[src/rtl/core/value_to_colour_ramp_core_macros.svh]
// Assertion macros for the value to colour ramp core.
`ifndef VALUE_TO_COLOUR_RAMP_CORE_MACROS_SVH
`define VALUE_TO_COLOUR_RAMP_CORE_MACROS_SVH

// Check cons in the same cycle as ante.
`define VTCR_ASSERT_IMP(name, ante, cons, msg) \
  name: assert property (@(posedge clk) disable iff (!rst_n) (ante) |-> (cons)) \
    else $error(msg);

// Check cons in the cycle after ante.
`define VTCR_ASSERT_NXT(name, ante, cons, msg) \
  name: assert property (@(posedge clk) disable iff (!rst_n) (ante) |=> (cons)) \
    else $error(msg);

`endif

[src/rtl/core/vtcr_pkg.sv]
// Shared types and constants of the value to colour ramp core.
package vtcr_pkg;

  localparam int SAMPLE_BITS_DEF  = 16;
  localparam int CHANNEL_BITS_DEF = 8;
  localparam int CFG_ADDR_BITS    = 4;
  localparam int CFG_DATA_BITS    = 32;
  localparam int QUEUE_DEPTH      = 2;

  typedef enum logic {
    MODE_PLAIN  = 1'b0,
    MODE_SIGNED = 1'b1
  } ramp_mode_t;

  typedef enum logic [1:0] {
    REG_MODE = 2'd0,
    REG_LOW  = 2'd1,
    REG_HIGH = 2'd2
  } cfg_idx_t;

  typedef enum logic [1:0] {
    SRC_OFF  = 2'd0,
    SRC_ZERO = 2'd1,
    SRC_RAMP = 2'd2
  } src_t;

  typedef enum logic [1:0] {
    KIND_DIV  = 2'd0,
    KIND_ZERO = 2'd1,
    KIND_FULL = 2'd2
  } kind_t;

  typedef struct packed {
    src_t  src_r;
    src_t  src_g;
    src_t  src_b;
    logic  off_full;
    logic  flag;
    kind_t kind;
  } ramp_ctl_t;

  localparam int CTL_BITS = $bits(ramp_ctl_t);

endpackage

[src/rtl/core/value_to_colour_ramp_core.sv]
// Top level of the value to colour ramp core: register port, front end, queue, back end.
// Throughput: one sample per cycle while busy is low; one quotient bit per divider stage.
// Reset (synchronous, active low) clears all valid bits and loads the register defaults.
// The receiver cannot stall; each result is shown for exactly one cycle.
`include "value_to_colour_ramp_core_macros.svh"

module value_to_colour_ramp_core
  import vtcr_pkg::*;
#(
  parameter int SAMPLE_BITS  = SAMPLE_BITS_DEF,
  parameter int CHANNEL_BITS = CHANNEL_BITS_DEF
) (
  input  logic                          clk,
  input  logic                          rst_n,
  input  logic                          psel,
  input  logic                          penable,
  input  logic                          pwrite,
  input  logic [CFG_ADDR_BITS-1:0]      paddr,
  input  logic [CFG_DATA_BITS-1:0]      pwdata,
  output logic [CFG_DATA_BITS-1:0]      prdata,
  output logic                          pready,
  input  logic                          start,
  output logic                          busy,
  input  logic signed [SAMPLE_BITS-1:0] in_sample,
  output logic                          out_valid,
  output logic [CHANNEL_BITS-1:0]       out_red,
  output logic [CHANNEL_BITS-1:0]       out_green,
  output logic [CHANNEL_BITS-1:0]       out_blue,
  output logic                          out_out_of_range
);

  localparam int MAG_N_BITS = SAMPLE_BITS + 3;
  localparam int MAG_D_BITS = SAMPLE_BITS + 1;
  localparam int Q_WIDTH    = CTL_BITS + MAG_N_BITS + MAG_D_BITS;
  localparam int LATENCY    = CHANNEL_BITS + 7;

  ramp_mode_t                    mode_r;
  ramp_mode_t                    mode_nxt;
  logic signed [SAMPLE_BITS-1:0] low_r;
  logic signed [SAMPLE_BITS-1:0] low_nxt;
  logic signed [SAMPLE_BITS-1:0] high_r;
  logic signed [SAMPLE_BITS-1:0] high_nxt;
  logic                          cfg_wr;
  cfg_idx_t                      cfg_idx;

  logic                          q_push;
  logic                          q_full;
  logic                          q_head_valid;
  ramp_ctl_t                     f_ctl;
  logic [MAG_N_BITS-1:0]         f_mag_n;
  logic [MAG_D_BITS-1:0]         f_mag_d;
  logic [Q_WIDTH-1:0]            q_head;
  ramp_ctl_t                     b_ctl;
  logic [MAG_N_BITS-1:0]         b_mag_n;
  logic [MAG_D_BITS-1:0]         b_mag_d;

  assign pready  = 1'b1;
  assign cfg_wr  = psel && penable && pwrite && pready;
  assign cfg_idx = cfg_idx_t'(paddr[3:2]);

  always_comb begin
    mode_nxt = mode_r;
    low_nxt  = low_r;
    high_nxt = high_r;
    if (cfg_wr) begin
      case (cfg_idx)
        REG_MODE: mode_nxt = ramp_mode_t'(pwdata[0]);
        REG_LOW:  low_nxt  = pwdata[SAMPLE_BITS-1:0];
        REG_HIGH: high_nxt = pwdata[SAMPLE_BITS-1:0];
        default:  mode_nxt = mode_r;
      endcase
    end
  end

  always_ff @(posedge clk) begin
    if (!rst_n) begin
      mode_r <= MODE_PLAIN;
      low_r  <= '0;
      high_r <= {1'b0, {(SAMPLE_BITS-1){1'b1}}};
    end else begin
      mode_r <= mode_nxt;
      low_r  <= low_nxt;
      high_r <= high_nxt;
    end
  end

  always_comb begin
    case (cfg_idx)
      REG_MODE: prdata = CFG_DATA_BITS'(mode_r);
      REG_LOW:  prdata = CFG_DATA_BITS'($unsigned(low_r));
      REG_HIGH: prdata = CFG_DATA_BITS'($unsigned(high_r));
      default:  prdata = '0;
    endcase
  end

  vtcr_front #(
    .SAMPLE_BITS(SAMPLE_BITS)
  ) u_front (
    .clk      (clk),
    .rst_n    (rst_n),
    .start    (start),
    .busy     (busy),
    .in_sample(in_sample),
    .cfg_mode (mode_r),
    .cfg_low  (low_r),
    .cfg_high (high_r),
    .q_full   (q_full),
    .q_push   (q_push),
    .q_ctl    (f_ctl),
    .q_mag_n  (f_mag_n),
    .q_mag_d  (f_mag_d)
  );

  vtcr_queue #(
    .WIDTH(Q_WIDTH)
  ) u_queue (
    .clk       (clk),
    .rst_n     (rst_n),
    .push      (q_push),
    .push_data ({f_ctl, f_mag_n, f_mag_d}),
    .full      (q_full),
    .pop       (q_head_valid),
    .head_valid(q_head_valid),
    .head_data (q_head)
  );

  assign {b_ctl, b_mag_n, b_mag_d} = q_head;

  vtcr_back #(
    .SAMPLE_BITS (SAMPLE_BITS),
    .CHANNEL_BITS(CHANNEL_BITS)
  ) u_back (
    .clk             (clk),
    .rst_n           (rst_n),
    .take            (q_head_valid),
    .in_ctl          (b_ctl),
    .in_mag_n        (b_mag_n),
    .in_mag_d        (b_mag_d),
    .out_valid       (out_valid),
    .out_red         (out_red),
    .out_green       (out_green),
    .out_blue        (out_blue),
    .out_out_of_range(out_out_of_range)
  );

  `VTCR_ASSERT_IMP(a_push_room, q_push, !q_full, "queue push while full")
  `VTCR_ASSERT_NXT(a_drain, q_head_valid && !q_push, !q_head_valid, "queue failed to drain")
  `VTCR_ASSERT_IMP(a_latency, start && !busy, ##LATENCY out_valid, "result missing after transfer")
  `VTCR_ASSERT_IMP(a_blackout, out_valid && out_out_of_range,
    $countones({|out_red, |out_green, |out_blue}) <= 1, "off channels not blanked")

endmodule

[src/rtl/core/vtcr_front.sv]
// Front end: accept, clamp and classify samples into ramp segments.
module vtcr_front
  import vtcr_pkg::*;
#(
  parameter int SAMPLE_BITS = SAMPLE_BITS_DEF
) (
  input  logic                          clk,
  input  logic                          rst_n,
  input  logic                          start,
  output logic                          busy,
  input  logic signed [SAMPLE_BITS-1:0] in_sample,
  input  ramp_mode_t                    cfg_mode,
  input  logic signed [SAMPLE_BITS-1:0] cfg_low,
  input  logic signed [SAMPLE_BITS-1:0] cfg_high,
  input  logic                          q_full,
  output logic                          q_push,
  output ramp_ctl_t                     q_ctl,
  output logic [SAMPLE_BITS+2:0]        q_mag_n,
  output logic [SAMPLE_BITS:0]          q_mag_d
);

  localparam int DIFF_BITS  = SAMPLE_BITS + 1;
  localparam int NUM_BITS   = SAMPLE_BITS + 4;
  localparam int MAG_N_BITS = SAMPLE_BITS + 3;

  logic signed [SAMPLE_BITS-1:0] v_lift;
  logic signed [SAMPLE_BITS-1:0] v_clip;
  logic signed [SAMPLE_BITS-1:0] lo_eff;
  logic signed [SAMPLE_BITS-1:0] top_eff;
  logic                          fade;
  logic                          flag;
  logic                          accept;
  logic                          f1_adv;
  logic signed [DIFF_BITS-1:0]   d;
  logic signed [DIFF_BITS-1:0]   dv;

  logic                          f1_v_r;
  logic                          f1_v_nxt;
  logic signed [DIFF_BITS-1:0]   d_r;
  logic signed [DIFF_BITS-1:0]   dv_r;
  logic                          flag_r;
  logic                          fade_r;

  logic signed [NUM_BITS-1:0]    q4;
  logic signed [NUM_BITS-1:0]    dv1;
  logic signed [NUM_BITS-1:0]    dv2;
  logic signed [NUM_BITS-1:0]    dv3;
  logic signed [NUM_BITS-1:0]    dv4;
  logic signed [NUM_BITS-1:0]    num;
  logic signed [NUM_BITS-1:0]    num_abs;
  logic signed [DIFF_BITS-1:0]   dv_abs;
  logic                          base;

  always_comb begin
    if (cfg_mode == MODE_PLAIN) begin
      v_lift = (in_sample < cfg_low) ? cfg_low : in_sample;
      v_clip = (v_lift > cfg_high) ? cfg_high : v_lift;
    end else begin
      v_lift = (in_sample > cfg_high) ? cfg_high : in_sample;
      v_clip = (v_lift < cfg_low) ? cfg_low : v_lift;
    end
    flag = (cfg_mode == MODE_PLAIN) &&
           (cfg_low < 0 || cfg_high < 0 || in_sample < 0 ||
            in_sample > cfg_high || in_sample < cfg_low);
    fade = (cfg_mode == MODE_SIGNED) && (cfg_low < 0) && (v_clip < 0);
    if ((cfg_mode == MODE_SIGNED) && (cfg_low < 0) && !fade) begin
      lo_eff = '0;
    end else begin
      lo_eff = cfg_low;
    end
    top_eff = fade ? '0 : cfg_high;
    d  = DIFF_BITS'(v_clip) - DIFF_BITS'(lo_eff);
    dv = DIFF_BITS'(top_eff) - DIFF_BITS'(lo_eff);
  end

  assign busy     = f1_v_r && q_full;
  assign accept   = start && !busy;
  assign f1_adv   = !f1_v_r || !q_full;
  assign f1_v_nxt = f1_adv ? accept : f1_v_r;
  assign q_push   = f1_v_r && !q_full;

  always_ff @(posedge clk) begin
    if (!rst_n) begin
      f1_v_r <= 1'b0;
    end else begin
      f1_v_r <= f1_v_nxt;
    end
  end

  always_ff @(posedge clk) begin
    if (accept) begin
      d_r    <= d;
      dv_r   <= dv;
      flag_r <= flag;
      fade_r <= fade;
    end
  end

  always_comb begin
    q4  = NUM_BITS'(d_r) <<< 2;
    dv1 = NUM_BITS'(dv_r);
    dv2 = dv1 <<< 1;
    dv3 = dv2 + dv1;
    dv4 = dv1 <<< 2;

    q_ctl.off_full = !flag_r;
    q_ctl.flag     = flag_r;

    if (fade_r) begin
      num         = NUM_BITS'(d_r);
      base        = 1'b1;
      q_ctl.src_r = SRC_ZERO;
      q_ctl.src_g = SRC_ZERO;
      q_ctl.src_b = SRC_RAMP;
    end else if (q4 < dv1) begin
      num         = q4;
      base        = 1'b0;
      q_ctl.src_r = SRC_ZERO;
      q_ctl.src_g = SRC_RAMP;
      q_ctl.src_b = SRC_OFF;
    end else if (q4 < dv2) begin
      num         = dv2 - q4;
      base        = 1'b1;
      q_ctl.src_r = SRC_ZERO;
      q_ctl.src_g = SRC_OFF;
      q_ctl.src_b = SRC_RAMP;
    end else if (q4 < dv3) begin
      num         = q4 - dv2;
      base        = 1'b0;
      q_ctl.src_r = SRC_RAMP;
      q_ctl.src_g = SRC_OFF;
      q_ctl.src_b = SRC_ZERO;
    end else begin
      num         = dv4 - q4;
      base        = 1'b1;
      q_ctl.src_r = SRC_OFF;
      q_ctl.src_g = SRC_RAMP;
      q_ctl.src_b = SRC_ZERO;
    end

    if (dv_r == '0) begin
      q_ctl.kind = base ? KIND_FULL : KIND_ZERO;
    end else if ((num != '0) && (num[NUM_BITS-1] != dv_r[DIFF_BITS-1])) begin
      q_ctl.kind = KIND_ZERO;
    end else begin
      q_ctl.kind = KIND_DIV;
    end

    num_abs = num[NUM_BITS-1] ? -num : num;
    dv_abs  = dv_r[DIFF_BITS-1] ? -dv_r : dv_r;
    q_mag_n = num_abs[MAG_N_BITS-1:0];
    q_mag_d = dv_abs;
  end

endmodule

[src/rtl/core/vtcr_queue.sv]
// Short FIFO between the front end and the arithmetic back end.
module vtcr_queue
  import vtcr_pkg::*;
#(
  parameter int WIDTH = CTL_BITS
) (
  input  logic             clk,
  input  logic             rst_n,
  input  logic             push,
  input  logic [WIDTH-1:0] push_data,
  output logic             full,
  input  logic             pop,
  output logic             head_valid,
  output logic [WIDTH-1:0] head_data
);

  localparam int PTR_BITS = (QUEUE_DEPTH > 1) ? $clog2(QUEUE_DEPTH) : 1;
  localparam int CNT_BITS = $clog2(QUEUE_DEPTH + 1);

  logic [WIDTH-1:0]    mem_r [QUEUE_DEPTH];
  logic [PTR_BITS-1:0] wr_ptr_r;
  logic [PTR_BITS-1:0] wr_ptr_nxt;
  logic [PTR_BITS-1:0] rd_ptr_r;
  logic [PTR_BITS-1:0] rd_ptr_nxt;
  logic [CNT_BITS-1:0] count_r;
  logic [CNT_BITS-1:0] count_nxt;

  assign full       = (count_r == CNT_BITS'(QUEUE_DEPTH));
  assign head_valid = (count_r != '0);
  assign head_data  = mem_r[rd_ptr_r];

  always_comb begin
    wr_ptr_nxt = wr_ptr_r;
    rd_ptr_nxt = rd_ptr_r;
    if (push) begin
      wr_ptr_nxt = (wr_ptr_r == PTR_BITS'(QUEUE_DEPTH - 1)) ? '0 : wr_ptr_r + 1'b1;
    end
    if (pop) begin
      rd_ptr_nxt = (rd_ptr_r == PTR_BITS'(QUEUE_DEPTH - 1)) ? '0 : rd_ptr_r + 1'b1;
    end
    count_nxt = count_r + CNT_BITS'(push) - CNT_BITS'(pop);
  end

  always_ff @(posedge clk) begin
    if (!rst_n) begin
      wr_ptr_r <= '0;
      rd_ptr_r <= '0;
      count_r  <= '0;
    end else begin
      wr_ptr_r <= wr_ptr_nxt;
      rd_ptr_r <= rd_ptr_nxt;
      count_r  <= count_nxt;
    end
  end

  always_ff @(posedge clk) begin
    if (push) begin
      mem_r[wr_ptr_r] <= push_data;
    end
  end

endmodule

[src/rtl/core/vtcr_back.sv]
// Back end: scale, pipelined restoring divide, saturate and drive the result.
module vtcr_back
  import vtcr_pkg::*;
#(
  parameter int SAMPLE_BITS  = SAMPLE_BITS_DEF,
  parameter int CHANNEL_BITS = CHANNEL_BITS_DEF
) (
  input  logic                    clk,
  input  logic                    rst_n,
  input  logic                    take,
  input  ramp_ctl_t               in_ctl,
  input  logic [SAMPLE_BITS+2:0]  in_mag_n,
  input  logic [SAMPLE_BITS:0]    in_mag_d,
  output logic                    out_valid,
  output logic [CHANNEL_BITS-1:0] out_red,
  output logic [CHANNEL_BITS-1:0] out_green,
  output logic [CHANNEL_BITS-1:0] out_blue,
  output logic                    out_out_of_range
);

  localparam int MAG_N_BITS = SAMPLE_BITS + 3;
  localparam int MAG_D_BITS = SAMPLE_BITS + 1;
  localparam int PROD_BITS  = MAG_N_BITS + CHANNEL_BITS;
  localparam int DIV_STEPS  = CHANNEL_BITS + 3;
  localparam int REM_BITS   = (PROD_BITS > MAG_D_BITS + DIV_STEPS) ?
                              PROD_BITS : MAG_D_BITS + DIV_STEPS;
  localparam logic [CHANNEL_BITS-1:0] CMAX = '1;

  logic [PROD_BITS-1:0]    prod;

  logic                    st_v_r   [DIV_STEPS+1];
  ramp_ctl_t               st_ctl_r [DIV_STEPS+1];
  logic [REM_BITS-1:0]     st_rem_r [DIV_STEPS+1];
  logic [DIV_STEPS-1:0]    st_quo_r [DIV_STEPS+1];
  logic [MAG_D_BITS-1:0]   st_den_r [DIV_STEPS+1];

  logic [REM_BITS-1:0]     trial    [DIV_STEPS];
  logic [REM_BITS-1:0]     rem_nxt  [DIV_STEPS];
  logic [DIV_STEPS-1:0]    quo_nxt  [DIV_STEPS];

  ramp_ctl_t               fin_ctl;
  logic [DIV_STEPS-1:0]    fin_quo;
  logic [CHANNEL_BITS-1:0] ramp_val;
  logic [CHANNEL_BITS-1:0] off_val;

  logic                    out_valid_r;
  logic [CHANNEL_BITS-1:0] red_r;
  logic [CHANNEL_BITS-1:0] green_r;
  logic [CHANNEL_BITS-1:0] blue_r;
  logic                    oor_r;
  logic [CHANNEL_BITS-1:0] red_nxt;
  logic [CHANNEL_BITS-1:0] green_nxt;
  logic [CHANNEL_BITS-1:0] blue_nxt;

  function automatic logic [CHANNEL_BITS-1:0] pick(
    input src_t                    src,
    input logic [CHANNEL_BITS-1:0] ramp,
    input logic [CHANNEL_BITS-1:0] off
  );
    logic [CHANNEL_BITS-1:0] res;
    case (src)
      SRC_RAMP: res = ramp;
      SRC_OFF:  res = off;
      SRC_ZERO: res = '0;
      default:  res = '0;
    endcase
    return res;
  endfunction

  assign prod = PROD_BITS'(in_mag_n) * PROD_BITS'(CMAX);

  always_comb begin
    for (int k = 0; k < DIV_STEPS; k++) begin
      trial[k]   = REM_BITS'(st_den_r[k]) << (DIV_STEPS - 1 - k);
      rem_nxt[k] = st_rem_r[k];
      quo_nxt[k] = st_quo_r[k];
      if (st_rem_r[k] >= trial[k]) begin
        rem_nxt[k]                    = st_rem_r[k] - trial[k];
        quo_nxt[k][DIV_STEPS - 1 - k] = 1'b1;
      end
    end
  end

  always_ff @(posedge clk) begin
    if (!rst_n) begin
      for (int k = 0; k <= DIV_STEPS; k++) begin
        st_v_r[k] <= 1'b0;
      end
    end else begin
      st_v_r[0] <= take;
      for (int k = 0; k < DIV_STEPS; k++) begin
        st_v_r[k+1] <= st_v_r[k];
      end
    end
  end

  always_ff @(posedge clk) begin
    st_ctl_r[0] <= in_ctl;
    st_rem_r[0] <= REM_BITS'(prod);
    st_quo_r[0] <= '0;
    st_den_r[0] <= in_mag_d;
    for (int k = 0; k < DIV_STEPS; k++) begin
      st_ctl_r[k+1] <= st_ctl_r[k];
      st_rem_r[k+1] <= rem_nxt[k];
      st_quo_r[k+1] <= quo_nxt[k];
      st_den_r[k+1] <= st_den_r[k];
    end
  end

  always_comb begin
    fin_ctl = st_ctl_r[DIV_STEPS];
    fin_quo = st_quo_r[DIV_STEPS];
    case (fin_ctl.kind)
      KIND_DIV:  ramp_val = (fin_quo > DIV_STEPS'(CMAX)) ? CMAX : fin_quo[CHANNEL_BITS-1:0];
      KIND_FULL: ramp_val = CMAX;
      KIND_ZERO: ramp_val = '0;
      default:   ramp_val = '0;
    endcase
    off_val   = fin_ctl.off_full ? CMAX : '0;
    red_nxt   = pick(fin_ctl.src_r, ramp_val, off_val);
    green_nxt = pick(fin_ctl.src_g, ramp_val, off_val);
    blue_nxt  = pick(fin_ctl.src_b, ramp_val, off_val);
  end

  always_ff @(posedge clk) begin
    if (!rst_n) begin
      out_valid_r <= 1'b0;
    end else begin
      out_valid_r <= st_v_r[DIV_STEPS];
    end
  end

  always_ff @(posedge clk) begin
    red_r   <= red_nxt;
    green_r <= green_nxt;
    blue_r  <= blue_nxt;
    oor_r   <= fin_ctl.flag;
  end

  assign out_valid        = out_valid_r;
  assign out_red          = red_r;
  assign out_green        = green_r;
  assign out_blue         = blue_r;
  assign out_out_of_range = oor_r;

endmodule

[config.mk]
export PLATFORM = sky130hd
export DESIGN_NAME = value_to_colour_ramp_core
export DESIGN_NICKNAME = d
export VERILOG_FILES = /design/src/rtl/core/vtcr_pkg.sv /design/src/rtl/core/value_to_colour_ramp_core.sv /design/src/rtl/core/vtcr_front.sv /design/src/rtl/core/vtcr_queue.sv /design/src/rtl/core/vtcr_back.sv
export VERILOG_INCLUDE_DIRS = /design/src /design/src/rtl/core
export SDC_FILE = /design/constraint.sdc
export NUM_CORES = 2
export LEC_CHECK = 0
export ABC_AREA = 1
export BUFFER_PORTS_ARGS = -buffer_cell sky130_fd_sc_hd__buf_2
export CORE_ASPECT_RATIO = 1.4
export CORE_MARGIN = 1.5
export CORE_UTILIZATION = 45
export CTS_CLUSTER_SIZE = 20
export DETAILED_ROUTE_END_ITERATION = 6
export GPL_TIMING_DRIVEN = 0
export SYNTH_ARGS = -nofsm -noshare
export SYNTH_HDL_FRONTEND = slang
export SYNTH_SLANG_ARGS = --single-unit
export TNS_END_PERCENT = 30
[constraint.sdc]
create_clock -name clk -period 6.2 [get_ports clk]
set_input_delay 0.31 -clock clk [delete_from_list [all_inputs] [get_ports clk]]
set_output_delay 0.31 -clock clk [all_outputs]
set_load 0.05 [all_outputs]
==> metrics.cfg <==
[synthesis]
synthesis.area_sq_mm = 0.0457
synth_compound_area_share_pct = 11.6
synth-seq-cells = 885
async_flop_share_pct = 0
synth_xor_area_share_pct = 5.86
synth_area_leaders = dfxtp_1 (33%), ha_1 (12%), edfxtp_1 (8.4%)
synthSimpleGateAreaFrac_pct = 16.2
synth_top_area_share_pct = 33.2
ys_types = 72
syn_area_per_cell_sq_um = 8.67
synth_top_cell_by_area = dfxtp_1
synth-edff-count = 128
postSynthCellCount = 5273
synthFlopType = dfxtp_1
seq_area_frac_synth_pct = 41.6
synthAdderAreaFrac_pct = 16.5
synth_top_family_by_area = adder cells
ys_warn_count = 0
muxShareOfSynthArea_pct = 0.813

[placed_design]
place_congestion = 0.998
dpl.hpwl_mm = 99.5
port_buffers = 81
dp.cells = 6701
placed_area_sq_mm = 0.0479
detailedPlace.worstSlack_ns = -1.24

[drt]
vias = 35700
drt-total-wl_mm = 125
drc_errors = 0
top_layer = met4
antenna_left = 0
avgViaCountPerCell = 5.14
met1_length_mm = 40.7
wl_met2_mm = 69.2
drt_iter0_drc = 1730
drt_pre_antenna_iters = 6
dr_wl_met3_mm = 4.24
wire_per_inst_microns = 17.9

[critical_path]
crit_required_ns = 6.62
cpPeakStageDelay_ns = 0.39
crit_type = reg2reg
critPathCaptureType = flip-flop
crit_fanout = 7
worstPathArrival_ns = 6.42
startpoint_type = flip-flop
cp_slowest_cell = dfxtp_1

[cts]
root_buffer = clkbuf_16
path_clk_slew_ns = 0.07
clk_latency_ns = 0.69
cts_buffer_depth = 3
cts_htree_levels = 3
clkSinkCount = 885
cts_tree = built
cts_made_buffers = 87

[pwr]
powerDensity_mw_per_mm2 = 652
p_leak_nw = 24.2
ir_worst_vdd_uv = 846
p_total_mw = 34.1

[final_layout]
fin_nets = 6137
final_util_pct = 51.8
fill_cells = 9605
final_area_sq_mm = 0.0523
drive_gt1_share_pct = 11.0
final_cell_mix = nand2_1 (885), dfxtp_1 (741), inv_1 (694)
syn_to_final_growth_pct = 14.3
final_common_cell = nand2_1
stdcell_count = 6943

[min_path]
hp-class = in2reg

[floorplanning]
die_x_microns = 272
coreArea_sq_mm = 0.101
io_pins = 118
rows = 138
die_y_microns = 380
dieArea_sq_mm = 0.104
start_util_pct = 45.3

[grt]
grt_pass1_vias = 36700
grt_usage_pct = 24.0
grt-ovfl-total = 0
grt_pass1_wl_mm = 192
antenna_found_initial = 2
grt_max_degree = 37

[sta]
setup_tns_ns = 0
setup_ws_ns = 0.202
final-max-slew-violation-count = 0
maxSlewHeadroom_pct = 14.6
hold_violations = 0
setup_viol = 0
final.min_clock_period_ns = 6.00
whs_ns = 0.0709
period_share_pct = 96.7
rsz0062_at_grt = true
tightestPinTransition_ns = 1.26
max_freq_mhz = 167
clock_skew_ns = 0.0253

[status]
status = finished clean

[run]
drv_cap = 0

-- layout make-up --
class	instances	area, sq um	share of cell area [%]
repair buffers	161	1100	2.10
well taps	1330	1660	3.18
diodes	7	17.5	0.0335
flip-flops and latches	885	19000	36.4
plain buffers	109	686	1.31
clock buffers	127	2580	4.94
multi-input cells	3553	23800	45.5
clock inverters	32	543	1.04
inverters	739	2840	5.44
-- registers in the layout (all words and copies together), names as in the netlist, 12 cells and up, named ones only --
| name | count |
|---|---|
| u_front.dv_r | 17 |
| u_back.st_den_r | 187 |
| u_front.d_r | 17 |
| u_back.st_v_r | 12 |
| u_back.st_rem_r | 307 |
| u_queue.mem_r | 92 |
| u_back.st_ctl_r | 120 |
| low_r | 16 |
| high_r | 16 |
| u_back.st_quo_r | 66 |
-- synth_stat cells (26+ instances only) --
| cell | n |
|---|---|
| dfxtp_1 | 757 |
| nor3_1 | 37 |
| o21ai_1 | 39 |
| ha_1 | 442 |
| o211ai_1 | 27 |
| mux2_2 | 33 |
| inv_1 | 720 |
| clkbuf_1 | 50 |
| nand2_1 | 908 |
| xor2_1 | 172 |
| nand3_1 | 234 |
| nand2_2 | 31 |
| nand4_1 | 53 |
| fa_1 | 101 |
| edfxtp_1 | 128 |
| nor2_1 | 346 |
| o21ai_0 | 300 |
| buf_4 | 26 |
| a21oi_1 | 409 |
| xnor2_1 | 134 |
-- layer usage --
metal / vias to the layer above / GRT usage [%]
met3: 441 / 2.70
li1: 17800 / -
met4: 0 / 19.0
met2: 845 / 48.0
met1: 16500 / 21.1
met5: - / 0
-- report_power, final --
group          switching (mW)  internal (mW)
Clock                    2.31           3.31
Sequential              0.984           7.73
Combinational            11.9           7.80
-- cells by family (layout without fill, tap and decap cells) --
group	after synthesis	count (layout)
AO/OA/AOI/OAI	952	952
XOR/XNOR	306	306
adder cells (fa/ha/maj)	543	543
buffers and inverters	850	1168
flip-flops	885	885
multiplexers	33	33
other	2	24
AND/OR/NAND/NOR	1702	1702
-- final timing paths --
path / startpoint / to / slack (ns) / cells past startpoint
setup reg to reg: low_r[3]$_SDFFE_PN0P_ / u_front.d_r[13]$_DFFE_PP_ / 0.20 / 39
hold / removal: penable / high_r[15]$_SDFFE_PN0P_ / 0.07 / 4
hold reg to reg: u_back.st_ctl_r[1][26]$_DFF_P_ / u_back.st_ctl_r[1][36]$_DFF_P_ / 0.32 / 0
setup / recovery: low_r[3]$_SDFFE_PN0P_ / u_front.d_r[13]$_DFFE_PP_ / 0.20 / 39
-- critical path: cells and delay by family, from the launching register on --
kind,cells,cell delay [ns]
adders and majority gates,3,0.76
buffers and inverters,3,0.49
xor gates and xnor gates,1,0.09
AOI/OAI and AO/OA,13,2.07
DFF,1,0.39
and+or+nand+nor,19,1.88
-- timing repair --
action	CTS	global route
hold buffers	18	0
gates cloned	0	1
endpoints found under the hold margin	33	0
endpoints found under the setup margin	32	37
pin swaps	12	38
resized for setup	75	125
setup buffers	18	41
(Power assumes the default switching activity.)
